**src/rtl/box_filter_3x3_rgb_macros.svh**
```systemverilog
// ----------------------------------------------------------------------------
// box_filter_3x3_rgb assertion macros
// Shared concurrent assertion forms, removed when NO_ASSERTIONS is set.
// ----------------------------------------------------------------------------
`ifndef BOX_FILTER_3X3_RGB_MACROS_SVH
`define BOX_FILTER_3X3_RGB_MACROS_SVH
`ifndef NO_ASSERTIONS
// condition that must hold at every clock edge out of reset
`define BFR_ASSERT(label, clk, rst_n, expr) \
	label: assert property (@(posedge clk) disable iff (!(rst_n)) (expr)) \
		else $error("box filter assertion failed");
// condition that must hold in the cycle after the trigger
`define BFR_ASSERT_NEXT(label, clk, rst_n, ante, cons) \
	label: assert property (@(posedge clk) disable iff (!(rst_n)) (ante) |=> (cons)) \
		else $error("box filter assertion failed");
`else
`define BFR_ASSERT(label, clk, rst_n, expr)
`define BFR_ASSERT_NEXT(label, clk, rst_n, ante, cons)
`endif
`endif

```
**src/rtl/bfr_pkg.sv**
```systemverilog
// ----------------------------------------------------------------------------
// bfr_pkg
// Types, constants and helpers shared by the box filter modules.
// ----------------------------------------------------------------------------
package bfr_pkg;

	// frame geometry
	localparam int MAX_WIDTH    = 2048;
	localparam int HEIGHT_LIMIT = 4096;
	localparam int COL_W        = $clog2(MAX_WIDTH);
	localparam int ROW_W        = $clog2(HEIGHT_LIMIT);
	localparam int WIDTH_W      = 12;
	localparam int HEIGHT_W     = 13;
	localparam int CFG_DATA_W   = HEIGHT_W;
	localparam int PEND_W       = WIDTH_W;

	// pixel and arithmetic
	localparam int CH_W     = 8;
	localparam int PIX_W    = 3 * CH_W;
	localparam int SUM_W    = 12;
	localparam int RECIP_W  = 12;
	localparam int PROD_W   = SUM_W + RECIP_W;
	localparam int RECIP_SHIFT = 15;
	localparam logic [RECIP_W-1:0] RECIP_9 = 12'd3641;

	// queues
	localparam int OPQ_DEPTH = 4;
	localparam int OPQ_PTR_W = $clog2(OPQ_DEPTH);
	localparam int RESQ_DEPTH = 8;
	localparam int RESQ_PTR_W = $clog2(RESQ_DEPTH);

	// codes
	localparam logic CMD_PIXEL  = 1'b0;
	localparam logic CMD_DRAIN  = 1'b1;
	localparam logic REG_WIDTH  = 1'b0;
	localparam logic REG_HEIGHT = 1'b1;

	// reset values of the registers
	localparam logic [WIDTH_W-1:0]  WIDTH_RESET  = 12'd640;
	localparam logic [HEIGHT_W-1:0] HEIGHT_RESET = 13'd480;

	typedef logic [PIX_W-1:0] pixel_t;

	// one classified item handed to the back end
	typedef struct packed {
		logic             write;
		logic             emit;
		logic             interior;
		logic             last;
		logic             single_row;
		logic [1:0]       row_sel;
		logic [COL_W-1:0] col;
		pixel_t           pixel;
	} op_t;

	typedef struct packed {
		logic [CH_W-1:0] blue;
		logic [CH_W-1:0] green;
		logic [CH_W-1:0] red;
		logic            frame_end;
	} result_t;

	// next line buffer in the three-way rotation
	function automatic logic [1:0] row_next(input logic [1:0] r);
		logic [1:0] n;
		case (r)
			2'd0: n = 2'd1;
			2'd1: n = 2'd2;
			default: n = 2'd0;
		endcase
		return n;
	endfunction

endpackage

```
**src/rtl/bfr_front.sv**
```systemverilog
// ----------------------------------------------------------------------------
// bfr_front
// Accepts items, tracks frame position, decides which transactions shift the
// window and which produce a result, and queues the classified operations.
// ----------------------------------------------------------------------------
`include "box_filter_3x3_rgb_macros.svh"

module bfr_front import bfr_pkg::*; (
	input  logic                  clk,
	input  logic                  arst_n,
	input  logic                  cfg_we,
	input  logic                  cfg_index,
	input  logic [CFG_DATA_W-1:0] cfg_data,
	input  logic                  push,
	output logic                  full,
	input  logic                  command,
	input  logic [CH_W-1:0]       blue_in,
	input  logic [CH_W-1:0]       green_in,
	input  logic [CH_W-1:0]       red_in,
	output logic                  op_valid,
	output op_t                   op,
	input  logic                  op_pop
);

	logic [WIDTH_W-1:0]  width_q;
	logic [HEIGHT_W-1:0] height_q;
	logic [WIDTH_W-1:0]  w_eff;
	logic [HEIGHT_W-1:0] h_eff;

	logic [COL_W-1:0]  pc_q;
	logic [1:0]        rm_q;
	logic [ROW_W-1:0]  in_row_q;
	logic              done_q;
	logic [PEND_W-1:0] pend_q;
	logic [COL_W-1:0]  ocol_q;
	logic [ROW_W-1:0]  orow_q;

	logic acc, is_pixel, is_flush, shift, emit;
	logic pc_last, in_row_last, ocol_last, orow_last, pend_full;
	logic interior, last;
	logic pend_ok;
	op_t  op_new;

	op_t                 opq_q [OPQ_DEPTH];
	logic [OPQ_PTR_W-1:0] opq_wr_q, opq_rd_q;
	logic [OPQ_PTR_W:0]   opq_cnt_q;

	// register values clamped to the supported range
	always_comb begin
		if (width_q == '0)
			w_eff = WIDTH_W'(1);
		else if (width_q > WIDTH_W'(MAX_WIDTH))
			w_eff = WIDTH_W'(MAX_WIDTH);
		else
			w_eff = width_q;
		if (height_q == '0)
			h_eff = HEIGHT_W'(1);
		else if (height_q > HEIGHT_W'(HEIGHT_LIMIT))
			h_eff = HEIGHT_W'(HEIGHT_LIMIT);
		else
			h_eff = height_q;
	end

	// position compares
	assign pc_last     = ({1'b0, pc_q} == (w_eff - WIDTH_W'(1)));
	assign ocol_last   = ({1'b0, ocol_q} == (w_eff - WIDTH_W'(1)));
	assign in_row_last = ({1'b0, in_row_q} == (h_eff - HEIGHT_W'(1)));
	assign orow_last   = ({1'b0, orow_q} == (h_eff - HEIGHT_W'(1)));
	assign pend_full   = ({1'b0, pend_q} >= ({1'b0, w_eff} + HEIGHT_W'(1)));
	assign interior    = (orow_q != '0) && (ocol_q != '0)
		&& (({1'b0, orow_q} + HEIGHT_W'(2)) <= h_eff)
		&& (({1'b0, ocol_q} + WIDTH_W'(2)) <= w_eff);
	assign last        = ocol_last && orow_last;
	assign pend_ok     = ({1'b0, pend_q} <= ({1'b0, w_eff} + HEIGHT_W'(1)));

	// classification of the accepted transaction
	assign acc      = push && !full;
	assign is_pixel = acc && (command == CMD_PIXEL) && !done_q;
	assign is_flush = acc && !is_pixel && done_q && (pend_q != '0);
	assign shift    = is_pixel || is_flush;
	assign emit     = (is_pixel && pend_full) || is_flush;

	always_comb begin
		op_new            = '0;
		op_new.write      = is_pixel;
		op_new.emit       = emit;
		op_new.interior   = interior;
		op_new.last       = last;
		op_new.single_row = (h_eff == HEIGHT_W'(1));
		op_new.row_sel    = rm_q;
		op_new.col        = pc_q;
		op_new.pixel      = {red_in, green_in, blue_in};
	end

	// configuration and frame position
	always_ff @(posedge clk or negedge arst_n) begin
		if (!arst_n) begin
			width_q  <= WIDTH_RESET;
			height_q <= HEIGHT_RESET;
			pc_q     <= '0;
			rm_q     <= '0;
			in_row_q <= '0;
			done_q   <= 1'b0;
			pend_q   <= '0;
			ocol_q   <= '0;
			orow_q   <= '0;
		end else if (cfg_we) begin
			unique case (cfg_index)
				REG_WIDTH:  width_q  <= cfg_data[WIDTH_W-1:0];
				REG_HEIGHT: height_q <= cfg_data;
				default: ;
			endcase
			pc_q     <= '0;
			rm_q     <= '0;
			in_row_q <= '0;
			done_q   <= 1'b0;
			pend_q   <= '0;
			ocol_q   <= '0;
			orow_q   <= '0;
		end else begin
			if (shift) begin
				if (pc_last) begin
					pc_q <= '0;
					rm_q <= row_next(rm_q);
				end else begin
					pc_q <= pc_q + COL_W'(1);
				end
			end
			if (is_pixel && pc_last) begin
				if (in_row_last) begin
					in_row_q <= '0;
					done_q   <= 1'b1;
				end else begin
					in_row_q <= in_row_q + ROW_W'(1);
				end
			end
			if (is_pixel && !emit)
				pend_q <= pend_q + PEND_W'(1);
			else if (is_flush)
				pend_q <= pend_q - PEND_W'(1);
			if (emit) begin
				if (last) begin
					pc_q     <= '0;
					rm_q     <= '0;
					in_row_q <= '0;
					done_q   <= 1'b0;
					pend_q   <= '0;
					ocol_q   <= '0;
					orow_q   <= '0;
				end else if (ocol_last) begin
					ocol_q <= '0;
					orow_q <= orow_q + ROW_W'(1);
				end else begin
					ocol_q <= ocol_q + COL_W'(1);
				end
			end
		end
	end

	// operation queue control
	always_ff @(posedge clk or negedge arst_n) begin
		if (!arst_n) begin
			opq_wr_q  <= '0;
			opq_rd_q  <= '0;
			opq_cnt_q <= '0;
		end else begin
			if (shift)
				opq_wr_q <= opq_wr_q + OPQ_PTR_W'(1);
			if (op_pop)
				opq_rd_q <= opq_rd_q + OPQ_PTR_W'(1);
			if (shift && !op_pop)
				opq_cnt_q <= opq_cnt_q + (OPQ_PTR_W+1)'(1);
			else if (!shift && op_pop)
				opq_cnt_q <= opq_cnt_q - (OPQ_PTR_W+1)'(1);
		end
	end

	// operation queue storage
	always_ff @(posedge clk) begin
		if (shift)
			opq_q[opq_wr_q] <= op_new;
	end

	assign full     = (opq_cnt_q == (OPQ_PTR_W+1)'(OPQ_DEPTH));
	assign op_valid = (opq_cnt_q != '0);
	assign op       = opq_q[opq_rd_q];

	`BFR_ASSERT(a_pend_bound, clk, arst_n, pend_ok)
	`BFR_ASSERT(a_opq_bound, clk, arst_n, opq_cnt_q <= (OPQ_PTR_W+1)'(OPQ_DEPTH))
	`BFR_ASSERT(a_pop_needs_op, clk, arst_n, !op_pop || op_valid)

endmodule

```
**config.mk**
```make
export PLATFORM = sky130hd
export DESIGN_NAME = bfr_front
export DESIGN_NICKNAME = d
export VERILOG_FILES = /design/src/rtl/bfr_pkg.sv /design/src/rtl/bfr_front.sv
export VERILOG_INCLUDE_DIRS = /design/src /design/src/rtl
export SDC_FILE = /design/constraint.sdc
export NUM_CORES = 1
export LEC_CHECK = 0
export ABC_AREA = 0
export BUFFER_PORTS_ARGS = -buffer_cell sky130_fd_sc_hd__buf_4
export CAP_MARGIN = 20
export CORE_MARGIN = 1
export CORE_UTILIZATION = 55
export CTS_CLUSTER_SIZE = 28
export DETAILED_ROUTE_END_ITERATION = 16
export PLACE_DENSITY = 0.81
export SYNTH_ARGS = -nofsm -noshare
export SYNTH_HDL_FRONTEND = slang
export SYNTH_SLANG_ARGS = --single-unit
```
**constraint.sdc**
```tcl
create_clock -name clk -period 6.19 [get_ports clk]
set_input_delay 0.3095 -clock clk [delete_from_list [all_inputs] [get_ports clk]]
set_output_delay 0.3095 -clock clk [all_outputs]
set_load 0.02 [all_outputs]
```
==> qor.yml <==
synthesis:
  netlist_instances: 1158
  synth.net_count: 1259
  ys_seq_area_share_pct: 53.09
  synth_edf_count: 168
  ys_warn_count: 0
  async_flop_share_pct: 35.63
  ys.flop_type: "edfxtp_1"
  synth_area_sq_um: 13900
  avgSynthCellArea_sq_um: 12.00
  ys_types: 82
  ys_ff_latch: 261
power_and_ir_drop:
  ir_drop_v: 0.0002641
  power_w: 0.005403
  power_leakage_nw: 6.095
  power.density_nw_per_um2: 337.2
floorplan:
  ioPinCount: 88
  die_area_sq_um: 25910
  rows: 57
  core_region_area_sq_um: 24530
  die_y_microns: 161.0
  fp.dieW_microns: 161.0
  initial_core_util_pct: 56.66
critical_path:
  crit_path_cell_trace: "or4_1 -> nor3_2 -> o21a_1 -> ha_1 -> nand3_1 -> nor2_1 -> nand3_1 -> xnor2_1 -> ha_1 -> nand4_1 -> or4_1 -> o211ai_1 -> o21bai_1 -> nand2_1 -> inv_1 -> buf_4 -> nor2_1 -> nor3b_4 -> nand4b_1 -> a21oi_1"
  rr_endpoint: "orow_q[7]"
  path_class: "flop to flop"
  critPathMaxFanout: 10
  cp.arrival_ns: 5.95
  cp.required_ns: 6.66
  rr_worst_depth: 20
  slowest_stage: "or4_1"
  end_kind: "flop"
  startpoint_type: "flop"
  slowest_delay_ns: 0.68
  worstReg2RegStart: "width_q[5]"
  r2r_setup_slack_ns: 0.71
route:
  totalWireLength_microns: 34370
  num_vias: 9939
  antenna_left: 0
  dr.first_iter.drc_count: 953
  vias_per_cell: 6.239
  wl_per_cell_microns: 21.58
  drt-pass1-iter-count: 5
  drcViolationCount: 0
cts:
  clock-root-buffer: "clkbuf_16"
  clk_pin_slew_ns: 0.06
  cts_tree: "yes"
  ctsHtreeMaxLevel: 1
  cts_buffer_depth: 3
  cts.sinks: 261
  cts_setup_buffers: 0
  cts_buffers: 27
  cts_resized: 0
  clock_latency_ns: 0.55
timing:
  min_period_ns: 5.478
  setup_ws_ns: 0.7116
  hold_viol: 0
  rsz0062_at_grt: "false"
  max_freq_mhz: 182.5
  tightest_slew_ns: 1.118
  relSlewSlack_pct: 25.49
  setup_tns_ns: 0
  period_share_pct: 88.50
  drv_slew: 0
  setup_viol: 0
  fin_worst_skew_ns: 0.01868
global_routing:
  grt_pass1_wl_microns: 54310
  grt_max_degree: 65
  first_global_vias: 9725
  grt_overflow: 0
  antenna_found_initial: 0
  grt_use_total_pct: 26.76
placed_design:
  portBuffers: 87
  dpl.hpwl_microns: 22660
  dp_slack_ns: 0.8294
  gp_congestion: 0.9556
  dp.cells: 1512
final_layout:
  layout-drive-gt1-share_pct: 18.83
  fin_cells: 1593
  area_delta_synth_final_pct: 15.27
  nets: 1349
  diodes: 0
min_path:
  hp-class: "primary input to flop"
  min_from: "cfg_data[6]"
  hold_depth: 3
  holdPathEnd: "width_q[6]"
outcome:
  status: "completed"
flow_run:
  drv_cap: 0
[area by class of cell]
class / count / area [sq um]
inverters: 42 / 157.7
clock buffers: 33 / 698.2
clock inverters: 17 / 172.7
fillers: 1815 / 8512
flip-flops and latches: 261 / 7382
well taps: 324 / 405.4
multi-input cells: 783 / 6085
repair buffers: 133 / 1121
[registers in the layout, summed over array words and instances (netlist names)]
signal	flops
done_q	1
height_q	13
in_row_q	12
ocol_q	11
opq_cnt_q	3
opq_q	168
opq_rd_q	2
opq_wr_q	2
orow_q	12
pc_q	11
pend_q	12
rm_q	2
width_q	12
[logic make-up (layout without fill, tap and decap cells)]
| kind of cell | after synthesis | in the layout | synth area share [%] |
|---|---|---|---|
| compound gates | 182 | 182 | 8.993 |
| buf+inv | 114 | 225 | 3.214 |
| flops | 261 | 261 | 53.09 |
| mux | 74 | 74 | 9.335 |
| simple gates | 372 | 372 | 13.91 |
| xor+xnor | 98 | 98 | 6.274 |
| fa+ha+maj | 57 | 57 | 5.185 |
[where the power goes]
group	switching, W	internal (W)	total (W)
sequential	0.000187	0.00204	0.00223
clock	0.000667	0.000931	0.00160
combinational	0.000848	0.000731	0.00158
[placed cells by master (no fill, tap or decap), types with 9 or more instances in the layout]
cell type,count
edfxtp_1,168
buf_4,102
nor2_1,95
dfrtp_1,85
nand2_1,84
ha_1,56
xnor2_1,50
xor2_1,47
mux4_2,42
inv_1,41
o21ai_0,37
a21oi_1,37
nand3_1,32
dlygate4sd3_1,28
clkbuf_16,27
mux2_2,25
nor4_1,20
nand4_1,19
and3_1,18
nor3_1,18
nor2b_1,14
o21a_1,11
nand2b_1,10
a31oi_1,9
a211oi_1,9
[synth_stat cells, drive strengths merged, types with 9 or more instances]
cell type	instances	area (sq um)
xor2	47	411.6
nand3	32	160.2
nor3	20	110.1
xnor2	50	437.9
inv	41	153.9
a21oi	37	185.2
clkbuf	55	207.7
buf	17	81.33
nor2b	14	87.58
o21ai	38	193.9
nand2	84	315.3
o21a	11	82.58
ha	56	700.7
a31oi	9	56.30
nand4	19	118.9
mux2	25	281.5
edfxtp	168	5045
dfrtp	87	2177
and3	18	112.6
nor4	23	165.2
nand2b	10	62.56
nor2	95	356.6
mux4	42	945.9
a211oi	9	67.56
[worst max path at each step]
| stage | from | endpoint | slack (ns) | depth (start not counted) |
|---|---|---|---|---|
| 2_1_floorplan | width_q[3] | orow_q[0] | 1.60 | 20 |
| 3_3_place_gp | width_q[5] | orow_q[3] | 0.98 | 20 |
| 3_5_place_dp | width_q[5] | orow_q[7] | 0.83 | 20 |
| 4_1_cts | width_q[5] | orow_q[7] | 0.80 | 20 |
| 5_1_grt | width_q[5] | orow_q[7] | 0.32 | 20 |
| 6_report | width_q[5] | orow_q[7] | 0.71 | 20 |
[worst max-delay path, delay by kind of cell, from the launching register on]
kind                       cells  cell delay [ns]
and+or+nand+nor               11             2.95
xor gates and xnor gates       1             0.16
buffers and inverters          2             0.52
DFF                            1             0.48
adders and majority gates      2             0.56
AOI/OAI and AO/OA              4             0.71
[routing by layer]
| layer | wire [microns] | track usage, % | part of all wire [%] |
|---|---|---|---|
| met5 | 0 | 0 | 0 |
| met4 | 1158 | 9.563 | 3.4 |
| met3 | 2400 | 3.929 | 7.0 |
| met2 | 16370 | 43.28 | 48 |
| met1 | 14440 | 37.10 | 42 |
[stage by stage]
stage | hold slack [ns] | area (sq um) | utilization [%]
4_1_cts | 0.008756 | 15950 | 65.00
3_3_place_gp | 0.2548 | 14800 | 60.31
5_1_grt | 0.01720 | 16020 | 65.31
3_5_place_dp | 0.2585 | 14800 | 60.31
2_1_floorplan | 0.01391 | 13900 | -
6_report | 0.01539 | 16020 | 65.31
[what timing repair did]
item	CTS	global route
setup endpoints to repair	0	0
hold buffers	28	0
hold endpoints to repair	123	0
Note: power is estimated with default switching activity, not from simulation.
